$ cat src/rtl/drbp_pkg.sv
`timescale 1ns / 1ps
// ----------------------------------------------------------------------------
// drbp_pkg: shared types and constants of the delta record bit packer
// Holds the command codes, the queue entry layout and the zigzag and
// significant-width helpers used by the front end.
// ----------------------------------------------------------------------------
package drbp_pkg;

   // Stream layout.
   localparam int WORD_BITS  = 32;
   localparam int HDR_BITS   = 6;
   localparam int ZZ_BITS    = 33;
   localparam int FIELDS     = 4;
   localparam int SEG_BITS   = ZZ_BITS + HDR_BITS;
   localparam int ACC_BITS   = SEG_BITS + 7;
   localparam int CNT_BITS   = 6;
   localparam int TOTAL_BITS = 8;
   localparam int BYTES_BITS = 5;
   localparam int SEG_IDX_BITS = 3;

   // Fixed part of a record: id plus four width headers.
   localparam int RECORD_FIXED_BITS = WORD_BITS + FIELDS * HDR_BITS;

   // Queue between front and back.
   localparam int Q_DEPTH    = 2;
   localparam int Q_PTR_BITS = (Q_DEPTH > 1) ? $clog2(Q_DEPTH) : 1;
   localparam int Q_CNT_BITS = $clog2(Q_DEPTH + 1);

   typedef enum logic [1:0] {
      CMD_WORD   = 2'd0,
      CMD_RECORD = 2'd1,
      CMD_FLUSH  = 2'd2
   } cmd_type;

   typedef logic [ZZ_BITS-1:0]  zz_type;
   typedef logic [HDR_BITS-1:0] hdr_type;

   typedef struct packed {
      cmd_type                   cmd;
      logic [WORD_BITS-1:0]      word;
      zz_type [FIELDS-1:0]       zz;
      hdr_type [FIELDS-1:0]      wid;
      logic [TOTAL_BITS-1:0]     total;
   } entry_type;

   // Zigzag code of cur - base, taken at 33 bits so it never overflows.
   function automatic zz_type zigzag(input logic [WORD_BITS-1:0] cur,
                                     input logic [WORD_BITS-1:0] base);
      logic [ZZ_BITS-1:0] d;
      logic [ZZ_BITS:0]   z;
      d = {cur[WORD_BITS-1], cur} - {base[WORD_BITS-1], base};
      z = {d, 1'b0} ^ {(ZZ_BITS + 1){d[ZZ_BITS-1]}};
      return z[ZZ_BITS-1:0];
   endfunction

   // Number of significant bits: position of the highest one plus one.
   function automatic hdr_type sig_width(input zz_type v);
      hdr_type w;
      w = '0;
      for (int i = 0; i < ZZ_BITS; i++) begin
         if (v[i]) begin
            w = hdr_type'(i + 1);
         end
      end
      return w;
   endfunction

endpackage

$ cat src/rtl/drbp_front.sv
`timescale 1ns / 1ps
// ----------------------------------------------------------------------------
// drbp_front: request intake and classification
// Takes a request word, drops unused commands, forms the four zigzag deltas
// with their widths and the total bit length, and pushes one queue entry.
// ----------------------------------------------------------------------------
module drbp_front (
   input  logic        req_valid,
   output logic        req_stall,
   input  logic [1:0]  req_cmd,
   input  logic [31:0] req_word,
   input  logic [31:0] req_cur_x,
   input  logic [31:0] req_cur_y,
   input  logic [31:0] req_cur_z,
   input  logic [31:0] req_cur_yaw,
   input  logic [31:0] req_base_x,
   input  logic [31:0] req_base_y,
   input  logic [31:0] req_base_z,
   input  logic [31:0] req_base_yaw,
   input  logic        req_base_valid,
   input  logic        q_full,
   output logic        q_push,
   output drbp_pkg::entry_type q_entry
);

   logic [31:0] cur [drbp_pkg::FIELDS];
   logic [31:0] base [drbp_pkg::FIELDS];
   logic        cmd_known;
   logic [drbp_pkg::TOTAL_BITS-1:0] wid_sum;

   assign cur[0] = req_cur_x;
   assign cur[1] = req_cur_y;
   assign cur[2] = req_cur_z;
   assign cur[3] = req_cur_yaw;

   // Baselines read as zero for a new entity.
   assign base[0] = req_base_valid ? req_base_x   : '0;
   assign base[1] = req_base_valid ? req_base_y   : '0;
   assign base[2] = req_base_valid ? req_base_z   : '0;
   assign base[3] = req_base_valid ? req_base_yaw : '0;

   // Decode the command; the unused code is accepted and dropped.
   always_comb begin
      unique case (drbp_pkg::cmd_type'(req_cmd))
         drbp_pkg::CMD_WORD,
         drbp_pkg::CMD_RECORD,
         drbp_pkg::CMD_FLUSH: cmd_known = 1'b1;
         default:             cmd_known = 1'b0;
      endcase
   end

   // Queue entry: field deltas and their significant widths, one lane per
   // field, plus the total bit length of the item.
   always_comb begin
      q_entry.cmd  = drbp_pkg::cmd_type'(req_cmd);
      q_entry.word = req_word;
      wid_sum = drbp_pkg::TOTAL_BITS'(drbp_pkg::RECORD_FIXED_BITS);
      for (int k = 0; k < drbp_pkg::FIELDS; k++) begin
         q_entry.zz[k]  = drbp_pkg::zigzag(cur[k], base[k]);
         q_entry.wid[k] = drbp_pkg::sig_width(q_entry.zz[k]);
         wid_sum = wid_sum + drbp_pkg::TOTAL_BITS'(q_entry.wid[k]);
      end
      q_entry.total = (drbp_pkg::cmd_type'(req_cmd) == drbp_pkg::CMD_RECORD)
                      ? wid_sum
                      : drbp_pkg::TOTAL_BITS'(drbp_pkg::WORD_BITS);
   end

   // Handshake: the queue alone holds the requester back.
   assign req_stall = q_full;
   assign q_push    = req_valid && !q_full && cmd_known;

endmodule

$ cat src/rtl/drbp_queue.sv
`timescale 1ns / 1ps
// ----------------------------------------------------------------------------
// drbp_queue: short entry queue between front and back
// A small register queue that lets the front take new words while the back
// is still packing earlier ones.
// ----------------------------------------------------------------------------
module drbp_queue (
   input  logic                clock,
   input  logic                reset,
   input  logic                push,
   input  drbp_pkg::entry_type push_entry,
   input  logic                pop,
   output logic                full,
   output logic                head_valid,
   output drbp_pkg::entry_type head_entry
);

   drbp_pkg::entry_type slot_ff [drbp_pkg::Q_DEPTH];
   logic [drbp_pkg::Q_PTR_BITS-1:0] wr_ptr_ff, wr_ptr_in;
   logic [drbp_pkg::Q_PTR_BITS-1:0] rd_ptr_ff, rd_ptr_in;
   logic [drbp_pkg::Q_CNT_BITS-1:0] cnt_ff, cnt_in;

   function automatic logic [drbp_pkg::Q_PTR_BITS-1:0] ptr_next(
         input logic [drbp_pkg::Q_PTR_BITS-1:0] p);
      if (p == drbp_pkg::Q_PTR_BITS'(drbp_pkg::Q_DEPTH - 1)) begin
         return '0;
      end
      return p + 1'b1;
   endfunction

   assign full       = (cnt_ff == drbp_pkg::Q_CNT_BITS'(drbp_pkg::Q_DEPTH));
   assign head_valid = (cnt_ff != '0);
   assign head_entry = slot_ff[rd_ptr_ff];

   // Pointer and occupancy update.
   always_comb begin
      wr_ptr_in = push ? ptr_next(wr_ptr_ff) : wr_ptr_ff;
      rd_ptr_in = pop  ? ptr_next(rd_ptr_ff) : rd_ptr_ff;
      cnt_in    = cnt_ff;
      if (push && !pop) begin
         cnt_in = cnt_ff + 1'b1;
      end else if (pop && !push) begin
         cnt_in = cnt_ff - 1'b1;
      end
   end

   always_ff @(posedge clock) begin
      if (reset) begin
         wr_ptr_ff <= '0;
         rd_ptr_ff <= '0;
         cnt_ff    <= '0;
      end else begin
         wr_ptr_ff <= wr_ptr_in;
         rd_ptr_ff <= rd_ptr_in;
         cnt_ff    <= cnt_in;
      end
   end

   // Entry storage needs no reset.
   always_ff @(posedge clock) begin
      if (push) begin
         slot_ff[wr_ptr_ff] <= push_entry;
      end
   end

endmodule

$ cat src/rtl/drbp_back.sv
`timescale 1ns / 1ps
// ----------------------------------------------------------------------------
// drbp_back: bit accumulator and byte emitter
// Walks the head entry's segments (id, then header plus payload per field),
// appends each to an accumulator and drains one byte a cycle unless stalled.
// ----------------------------------------------------------------------------
module drbp_back (
   input  logic                clock,
   input  logic                reset,
   input  logic                q_valid,
   input  drbp_pkg::entry_type q_entry,
   output logic                q_pop,
   output logic                rsp_valid,
   input  logic                rsp_stall,
   output logic [7:0]          rsp_out_byte,
   output logic                rsp_last_of_run
);

   logic [drbp_pkg::ACC_BITS-1:0]     acc_ff, acc_in;
   logic [drbp_pkg::CNT_BITS-1:0]     cnt_ff, cnt_in;
   logic [drbp_pkg::SEG_IDX_BITS-1:0] seg_ff, seg_in;
   logic [drbp_pkg::BYTES_BITS-1:0]   rem_ff, rem_in;
   logic                              out_valid_ff, out_valid_in;
   logic [7:0]                        out_byte_ff, out_byte_in;
   logic                              out_last_ff, out_last_in;

   logic                              slot_free;
   logic                              emit;
   logic                              load;
   logic [drbp_pkg::CNT_BITS-1:0]     eff;
   logic [drbp_pkg::ACC_BITS-1:0]     shifted;
   logic [drbp_pkg::SEG_BITS-1:0]     seg_val;
   logic [drbp_pkg::CNT_BITS-1:0]     seg_len;
   logic                              seg_final;
   logic [drbp_pkg::TOTAL_BITS-1:0]   item_bits;
   logic [drbp_pkg::TOTAL_BITS-1:0]   bit_sum;
   logic [1:0]                        fld;
   logic [2:0]                        pad;

   // Drain side: a byte leaves whenever eight bits are ready and the
   // output register is free.
   assign slot_free = !out_valid_ff || !rsp_stall;
   assign emit      = slot_free && (cnt_ff >= drbp_pkg::CNT_BITS'(8));
   assign eff       = emit ? cnt_ff - drbp_pkg::CNT_BITS'(8) : cnt_ff;
   assign shifted   = emit ? {8'd0, acc_ff[drbp_pkg::ACC_BITS-1:8]} : acc_ff;

   // Fill side: append the next segment once fewer than eight bits remain.
   assign load  = q_valid && (eff < drbp_pkg::CNT_BITS'(8));
   assign q_pop = load && seg_final;

   assign fld = seg_ff[1:0] - 2'd1;
   assign pad = 3'd0 - eff[2:0];

   // Segment decoder for the head entry.
   always_comb begin
      seg_val   = '0;
      seg_len   = '0;
      seg_final = 1'b1;
      item_bits = '0;
      unique case (q_entry.cmd)
         drbp_pkg::CMD_WORD: begin
            seg_val   = drbp_pkg::SEG_BITS'(q_entry.word);
            seg_len   = drbp_pkg::CNT_BITS'(drbp_pkg::WORD_BITS);
            item_bits = q_entry.total;
         end
         drbp_pkg::CMD_RECORD: begin
            item_bits = q_entry.total;
            if (seg_ff == '0) begin
               seg_val   = drbp_pkg::SEG_BITS'(q_entry.word);
               seg_len   = drbp_pkg::CNT_BITS'(drbp_pkg::WORD_BITS);
               seg_final = 1'b0;
            end else begin
               seg_val   = {q_entry.zz[fld], q_entry.wid[fld]};
               seg_len   = drbp_pkg::CNT_BITS'(q_entry.wid[fld])
                           + drbp_pkg::CNT_BITS'(drbp_pkg::HDR_BITS);
               seg_final = (seg_ff == drbp_pkg::SEG_IDX_BITS'(drbp_pkg::FIELDS));
            end
         end
         drbp_pkg::CMD_FLUSH: begin
            // Zero padding up to the next byte boundary.
            seg_len   = drbp_pkg::CNT_BITS'(pad);
            item_bits = drbp_pkg::TOTAL_BITS'(pad);
         end
         default: begin
            seg_final = 1'b1;
         end
      endcase
   end

   // Bytes this item will produce, known when its first segment loads.
   assign bit_sum = drbp_pkg::TOTAL_BITS'(eff) + item_bits;

   // Next state of the accumulator, segment index and byte countdown.
   always_comb begin
      acc_in = shifted;
      cnt_in = eff;
      seg_in = seg_ff;
      rem_in = emit ? rem_ff - 1'b1 : rem_ff;
      if (load) begin
         acc_in = shifted | (drbp_pkg::ACC_BITS'(seg_val) << eff[2:0]);
         cnt_in = eff + seg_len;
         seg_in = seg_final ? '0 : seg_ff + 1'b1;
         if (seg_ff == '0) begin
            rem_in = bit_sum[drbp_pkg::TOTAL_BITS-1:3];
         end
      end
   end

   // Output register.
   always_comb begin
      out_valid_in = out_valid_ff;
      out_byte_in  = out_byte_ff;
      out_last_in  = out_last_ff;
      if (slot_free) begin
         out_valid_in = emit;
         out_byte_in  = acc_ff[7:0];
         out_last_in  = (rem_ff == drbp_pkg::BYTES_BITS'(1));
      end
   end

   always_ff @(posedge clock) begin
      if (reset) begin
         acc_ff       <= '0;
         cnt_ff       <= '0;
         seg_ff       <= '0;
         rem_ff       <= '0;
         out_valid_ff <= 1'b0;
      end else begin
         acc_ff       <= acc_in;
         cnt_ff       <= cnt_in;
         seg_ff       <= seg_in;
         rem_ff       <= rem_in;
         out_valid_ff <= out_valid_in;
      end
   end

   always_ff @(posedge clock) begin
      out_byte_ff <= out_byte_in;
      out_last_ff <= out_last_in;
   end

   assign rsp_valid       = out_valid_ff;
   assign rsp_out_byte    = out_byte_ff;
   assign rsp_last_of_run = out_last_ff;

endmodule

$ cat src/rtl/delta_record_bit_packer.sv
`timescale 1ns / 1ps
// ----------------------------------------------------------------------------
// delta_record_bit_packer: snapshot delta byte-stream packer
// Packs words, records (id plus four zigzag field deltas with 6-bit width
// headers) and flushes into a byte stream, least significant bit first.
//
//   Channel | Ports  | Direction | Carries
//   --------+--------+-----------+------------------------------------------
//   request | req_*  | in        | one command word with its operand fields
//   response| rsp_*  | out       | one packed byte, last byte of an item marked
//
// A word yields 4 bytes, a record 7 to 24, a flush 0 or 1; the back end
// emits at most one byte per cycle through the output register, and a run of
// short fields can leave gaps between bytes. The first byte of a request
// passes through the queue, the accumulator and the output register. A
// two-entry queue lets new requests in while earlier ones drain. Synchronous
// reset empties the queue and clears pending bits. A response stall holds
// the output byte, while the back end can still load segments; the request
// side stalls only when the queue is full.
// ----------------------------------------------------------------------------
module delta_record_bit_packer (
   input  logic        clock,
   input  logic        reset,
   input  logic        req_valid,
   output logic        req_stall,
   input  logic [1:0]  req_cmd,
   input  logic [31:0] req_word,
   input  logic [31:0] req_cur_x,
   input  logic [31:0] req_cur_y,
   input  logic [31:0] req_cur_z,
   input  logic [31:0] req_cur_yaw,
   input  logic [31:0] req_base_x,
   input  logic [31:0] req_base_y,
   input  logic [31:0] req_base_z,
   input  logic [31:0] req_base_yaw,
   input  logic        req_base_valid,
   output logic        rsp_valid,
   input  logic        rsp_stall,
   output logic [7:0]  rsp_out_byte,
   output logic        rsp_last_of_run
);

   logic                q_push;
   logic                q_pop;
   logic                q_full;
   logic                q_valid;
   drbp_pkg::entry_type push_entry;
   drbp_pkg::entry_type head_entry;

   // Front end: decode and classify.
   drbp_front u_front (
      .req_valid      (req_valid),
      .req_stall      (req_stall),
      .req_cmd        (req_cmd),
      .req_word       (req_word),
      .req_cur_x      (req_cur_x),
      .req_cur_y      (req_cur_y),
      .req_cur_z      (req_cur_z),
      .req_cur_yaw    (req_cur_yaw),
      .req_base_x     (req_base_x),
      .req_base_y     (req_base_y),
      .req_base_z     (req_base_z),
      .req_base_yaw   (req_base_yaw),
      .req_base_valid (req_base_valid),
      .q_full         (q_full),
      .q_push         (q_push),
      .q_entry        (push_entry)
   );

   // Queue between the two halves.
   drbp_queue u_queue (
      .clock      (clock),
      .reset      (reset),
      .push       (q_push),
      .push_entry (push_entry),
      .pop        (q_pop),
      .full       (q_full),
      .head_valid (q_valid),
      .head_entry (head_entry)
   );

   // Back end: bit packing and byte output.
   drbp_back u_back (
      .clock           (clock),
      .reset           (reset),
      .q_valid         (q_valid),
      .q_entry         (head_entry),
      .q_pop           (q_pop),
      .rsp_valid       (rsp_valid),
      .rsp_stall       (rsp_stall),
      .rsp_out_byte    (rsp_out_byte),
      .rsp_last_of_run (rsp_last_of_run)
   );

endmodule

$ cat config.mk
export PLATFORM = sky130hd
export DESIGN_NAME = delta_record_bit_packer
export DESIGN_NICKNAME = d
export VERILOG_FILES = /design/src/rtl/drbp_pkg.sv /design/src/rtl/drbp_front.sv /design/src/rtl/drbp_queue.sv /design/src/rtl/drbp_back.sv /design/src/rtl/delta_record_bit_packer.sv
export SDC_FILE = /design/constraint.sdc
export NUM_CORES = 1
export LEC_CHECK = 0
export ABC_AREA = 0
export BUFFER_PORTS_ARGS = -buffer_cell sky130_fd_sc_hd__buf_2
export CAP_MARGIN = 20
export CORE_AREA = 2 2 246 248
export CTS_BUF_LIST = sky130_fd_sc_hd__clkbuf_4 sky130_fd_sc_hd__clkbuf_8
export DETAILED_ROUTE_END_ITERATION = 8
export DIE_AREA = 0 0 248 250
export PLACE_DENSITY = 0.81
export SYNTH_ARGS = -nofsm -noshare
export SYNTH_HDL_FRONTEND = slang
export SYNTH_SLANG_ARGS = --single-unit
export TNS_END_PERCENT = 50
$ cat constraint.sdc
create_clock -name clock -period 26.6 [get_ports clock]
set_input_delay 1.33 -clock clock [delete_from_list [all_inputs] [get_ports clock]]
set_output_delay 1.33 -clock clock [all_outputs]
set_load 0.1 [all_outputs]
# --- Word-level counts from Yosys, hierarchy flattened ---
# Memories as Yosys holds them, arrays and structs flattened. A register that Yosys moved wholly into a read port is not among the register bits.
# Index checks and enable logic that the tools add are counted.
totals:
  reg_bits: 74
  ramBits: 396
  in_bits: 295
  output_inout_bits: 11
  wordCells: 236
  mem_count: 1
memory_table:
  columns: ["name", "depth", "width", "read_ports", "rd_ports_with_merged_regs", "wr", "line", "text"]
  rows:
  - ["u_queue.slot_ff", 2, 198, 1, 1, 1, "drbp_queue.sv:18", "drbp_pkg::entry_type slot_ff [drbp_pkg::Q_DEPTH];"]
classes:
  add_sub_neg: 20
  n_lt_le_gt_ge: 3
  n_eq_ne: 7
  shifts: 1
  n_mux: 169
  bitwise_logic: 5
  n_reduce_logical: 20
ops:
  columns: ["op", "n"]
  rows:
  - ["2-to-1 mux 5 bit", 67]
  - ["subtractor 32 x 32 -> 33 bit", 4]
  - ["bitwise XOR 33 bit", 4]
  - ["2-to-1 mux 32 bit", 4]
  - ["2-to-1 mux 4 bit", 32]
  - ["2-to-1 mux 46 bit", 2]
  - ["case mux 39 bit (2 select lines)", 1]
  - ["2-to-1 mux 6 bit", 12]
  - ["binary-select mux 33 bit (select 2 bit)", 1]
  - ["2-to-1 mux 3 bit", 17]
  - ["OR 46 bit", 1]
  - ["<< shifter 39 x 3 -> 46 bit", 1]
  - ["2-to-1 mux 39 bit", 1]
  - ["2-to-1 mux 33 bit", 1]
  - ["adder 8 x 6 -> 8 bit", 3]
  - ["2-to-1 mux 2 bit", 10]
  - ["case mux 6 bit (3 select lines)", 1]
  - ["2-to-1 mux 1 bit", 17]
  - ["case mux 8 bit (2 select lines)", 1]
  - ["binary-select mux 6 bit (select 2 bit)", 1]
  - ["adder 6 x 8 -> 8 bit", 1]
  - ["2-to-1 mux 8 bit", 1]
  - ["adder 6 x 6 -> 7 bit (first input constant)", 1]
  - ["logical AND 1 bit", 7]
  - ["other kinds (23)", 34]

# --- Logic depth before layout (Yosys ltp) ---
depth:
  depth_word: 41
  ltp_mapped: 34
  mapped_depth_nobuf: 31

# --- Cells and area by module ---
# A second synthesis with hierarchy kept.
unflattened:
  cells_unflattened: 3252
  hier_area_um2: 34257.9
by_module_without_submodules:
  columns: ["mod", "n_inst", "cells_each", "area_each_um2", "seq_area_each_um2"]
  rows:
  - ["drbp_queue", 1, 638, 14908.0, 11991.5]
  - ["drbp_front", 1, 1917, 13067.5, 0.0]
  - ["drbp_back", 1, 697, 6282.3, 1491.4]

# --- Least setup slack after synthesis ---
# Ideal clock, no wire load.
synth_timing:
  path_kind: "input to register"
  startpoint: "in req_cmd[1]"
  endpoint: "mem u_queue.slot_ff[0][0] (netlist bit), enable pin"
  setup_time_ns: 0.783
  t_arrival_ns: 10.341
  required_ns: 25.817
  slack_ns: 15.476
  stages: 4
  n_path_buf: 0
  cell_sequence: "nand2_1 nand2_1 nor2_1 nor2b_1"
synth_via:
  elab_chain_len: 6
  word_cells_on_any_way: 8
  classes_between: "eq/ne (2); mux (3); reduce/logical (3)"
synth_rtl:
  columns: ["element", "line", "text"]
  rows:
  - ["start: declaration", "delta_record_bit_packer.sv:26", "input logic [1:0] req_cmd,"]
  - ["== test 2 bit, or another cell as far along", "drbp_front.sv:44", "unique case (drbp_pkg::cmd_type'(req_cmd))"]
  - ["OR reduction 3 bit *", "drbp_front.sv:44", null]
  - ["2-to-1 mux 1 bit *", "drbp_front.sv:44", null]
  - ["logical AND 1 bit *", "drbp_front.sv:70", "assign q_push = req_valid && !q_full && cmd_known;"]
  - ["via q_push", "delta_record_bit_packer.sv:43", "logic q_push;"]
  - ["2-to-1 mux 1 bit *", "drbp_queue.sv:61", "if (push) begin"]
  - ["2-to-1 mux 1 bit (implied by the code) *", "drbp_queue.sv:62", "slot_ff[wr_ptr_ff] <= push_entry;"]
  - ["end: declaration", "drbp_queue.sv:18", null]
# Mark *: on every way through the listed nets, which the timed path passes. The rest lies on a longest branch.

==> summary.md <==
| Metric | Value |
|---|---|
| CTS clock-pin slew for the worst setup and hold paths | `0.06 ns` |
| Crit path DAT | `9.50 ns` |
| CTS root buffer | `clkbuf_8` |
| Maximum vdd ir drop | `81.1 uV` |
| Grt total ovfl | `0` |
| Fillers | `4782` |
| Synth cell types | `94` |
| Req. time, crit path | `26.96 ns` |
| Crit. End Element | `flip-flop` |
| Port Buffers | `305` |
| Comb power frac | `0.488` |
| Seq pwr share | `0.324` |
| Hold_buf cts | `0` |
| Vias | `25000` |
| Critical path's most frequent cell | `inv_1` |
| Fin crit share | `0.344` |
| Critical setup path kind | `in2reg` |
| DP Wirelength | `61300 um` |
| Yosys reg bits | `471` |
| Avg WL per Cell | `19.8 um` |
| Antenna-violating nets left | `0` |
| First-pass GRT wire length | `128000 um` |
| CTS-repair resized insts | `0` |
| PwrDens | `93.4 nW/um^2` |
| Sequential area share after synthesis | `0.423` |
| DP Worst Slack | `17.01 ns` |
| FFs w/ async S/R, synth | `0` |
| Clock Power Share | `0.188` |
| Max Fclk | `109 MHz` |
| Synth Net Count | `3499` |
| # rows | `90` |
| DRC errors left | `0` |
| Nets | `3754` |
| Status | `completed` |
| Layout cell share with drive strength beyond 1 | `0.193` |
| CP Max Fanout | `81` |
| P_leak | `13.1 nW` |
| Global placer's final weighted congestion | `0.891` |
| CTS H-tree depth | `3` |
| Internal power | `1.97 mW` |
| Hold Path Class | `reg2reg` |
| Syn-to-layout area delta | `11.4%` |
| Max Clock Skew | `0.0272 ns` |
| Max-cap violations | `0` |
| Synth warn | `0` |
| Final Max Slew Viols | `0` |
| Drt via density | `6.05` |
| Endpoints failing hold | `0` |
| Vias in the first global route | `23700` |
| GR Util All Layers | `0.261` |
| Setup bufs post-CTS | `0` |
| Clk buf depth | `3` |
| CTS sink count | `471` |
| Slowest-stage cell, CP | `buf_4` |
| RSZ-0062 raised after global routing | `false` |
| Antenna violations before repair | `1` |
| Worst-Skew Late Latency | `0.63 ns` |
| Sw frac | `0.405` |
| Final setup fails | `0` |
| FF+latch area | `13500 sq um` |
| Worst hold start | `u_back.acc_ff[2]` |
| Critical path launch point type | `input pin` |
| I/O pin count | `306` |
| Largest net degree at the start of global routing | `169` |
| TritonCTS Buffers | `76` |
| Syn avg cell area | `10.5 sq um` |
| Worst-Margin Slew | `1.08 ns` |
| Setup slack, reg-to-reg | `21.89 ns` |
| Hold path cells | `0` |
| Max_slew headroom | `0.280` |
| FF-to-FF End | `u_back.rem_ff[4]` |
| CP peak stage delay | `0.67 ns` |
| Initial core utilization | `0.535` |
| Post-Syn Area | `31900 sq um` |
| Core area | `59600 sq um` |
| PnR worst setup slack | `17.46 ns` |
| Overall routed net length | `81900 um` |
| Die Width | `248 um` |
| NetSw | `1.34 mW` |
| Initial drt markers | `2210` |
| Die H | `250 um` |
| Main flop type after synthesis | `edfxtp_1` |
| Worst hold endpoint | `u_back.rsp_out_byte[2]` |
| Setup TNS | `0 ns` |
| Final Critical Period | `9.14 ns` |
| Worst r2r path cells | `16` |
| Drt pass-1 iters | `5` |
| TritonCTS clock tree | `done` |
| Footprint of the multi-input gates | `17400 sq um` |
| Post-synth EDFFs | `405` |
| Cells after synthesis | `3031` |
| Die ar. | `62000 sq um` |
registers in the layout, indices dropped and copies added, names as in the netlist, named ones only:
name / count
u_back.acc_ff: 46
u_back.cnt_ff: 6
u_back.rem_ff: 5
u_back.rsp_last_of_run: 1
u_back.rsp_out_byte: 8
u_back.rsp_valid: 1
u_back.seg_ff: 3
u_queue.cnt_ff: 2
u_queue.rd_ptr_ff: 1
u_queue.slot_ff: 396
u_queue.wr_ptr_ff: 1
critical path, delay by kind of cell:
family          cells  cell delay, ns
compound gates     11            2.33
xor+xnor            1            0.18
fa+ha+maj           6            2.11
buf+inv             8            2.21
simple gates        8            1.22
through the flow:
step | instances | total power [mW] | utilization | hold slack, ns | instance area, sq um
floorplan | 3031 | 2.23 | - | 0.408 | 31900
global placement | 3989 | 2.62 | 0.570 | 0.415 | 34000
detailed placement | 3989 | 2.67 | 0.570 | 0.415 | 34000
CTS | 4125 | 3.30 | 0.596 | 0.428 | 35500
global route | 4126 | 3.49 | 0.596 | 0.448 | 35500
finish | 4127 | 3.31 | 0.596 | 0.432 | 35500
synth_stat cells, types with 10 or more instances:
cell	n	area share
o21ai_0	105	0.016
nor4_1	16	0.0031
edfxtp_1	405	0.38
xnor2_1	196	0.054
o31ai_1	17	0.0040
a2111oi_0	10	0.0027
mux4_2	101	0.071
xor2_1	66	0.018
fa_1	17	0.011
or3_1	16	0.0031
mux2i_1	85	0.027
buf_2	37	0.0058
a21oi_1	170	0.027
nand3_1	30	0.0047
o21a_1	26	0.0061
a311oi_1	11	0.0030
o21bai_1	14	0.0033
dfxtp_1	66	0.041
o211ai_1	24	0.0057
clkbuf_1	97	0.011
a211oi_1	74	0.017
a21boi_0	19	0.0045
buf_1	11	0.0013
or2_2	18	0.0035
nand2b_1	36	0.0071
a21o_1	72	0.017
mux2_2	32	0.011
nor3_1	46	0.0072
inv_1	88	0.010
nand4_1	27	0.0053
nor2_1	197	0.023
a31oi_1	61	0.012
ha_1	156	0.061
and3_1	14	0.0027
and2_1	30	0.0059
nor2b_1	59	0.012
nand2_1	401	0.047
cell families after synthesis:
logic type,synth area share
buffers and inverters,0.0308
AND/OR/NAND/NOR,0.136
flip-flops,0.423
adder cells (fa/ha/maj),0.0719
XOR/XNOR,0.0732
AO/OA/AOI/OAI,0.156
multiplexers,0.109
worst max-delay path by stage:
stage                         startpoint                    end  slack [ns]  cells after the start
after floorplan               req_cmd[1]  u_queue.slot_ff[0][0]       15.48                      4
after detailed placement  req_base_valid  u_queue.slot_ff[0][7]       17.01                     34
after global routing      req_base_valid  u_queue.slot_ff[0][7]       16.92                     34
after CTS                 req_base_valid  u_queue.slot_ff[1][7]       17.58                     34
final                     req_base_valid  u_queue.slot_ff[1][7]       17.46                     34
after global placement    req_base_valid  u_queue.slot_ff[0][7]       17.21                     34
cell usage in the layout (no fill, tap or decap), types with 61 or more instances in the layout:
master / count
buf_2: 304
nor2_1: 197
a21o_1: 72
xnor2_1: 196
dfxtp_1: 62
xor2_1: 66
mux2i_1: 85
ha_1: 155
mux4_2: 101
nand2_1: 401
o21ai_0: 105
a21oi_1: 169
inv_1: 88
a31oi_1: 61
edfxtp_1: 405
clkbuf_8: 81
a211oi_1: 74
metal layers:
layer,vias to the layer above,part of all wire,GRT usage
li1,11900,-,-
met1,12000,0.42,0.351
met2,985,0.47,0.419
met3,148,0.080,0.0513
met4,2,0.038,0.0977
met5,-,0.00013,0
power by group through the flow:
stage,registers [mW],logic (mW),clock network (mW)
CTS,1.07,1.60,0.631
finish,1.07,1.62,0.625
global route,1.09,1.74,0.661
floorplan,1.11,1.12,0
detailed placement,1.09,1.58,0
global placement,1.08,1.54,0
layout make-up:
type | instances | area share
repair buffers | 327 | 0.0484
diodes | 1 | 0.0000705
well taps | 782 | 0.0276
flip-flops and latches | 471 | 0.380
clock inverters | 31 | 0.00638
clock buffers | 105 | 0.0365
inverters | 93 | 0.00997
multi-input cells | 2317 | 0.491
Power figures use the tool's default switching activity.
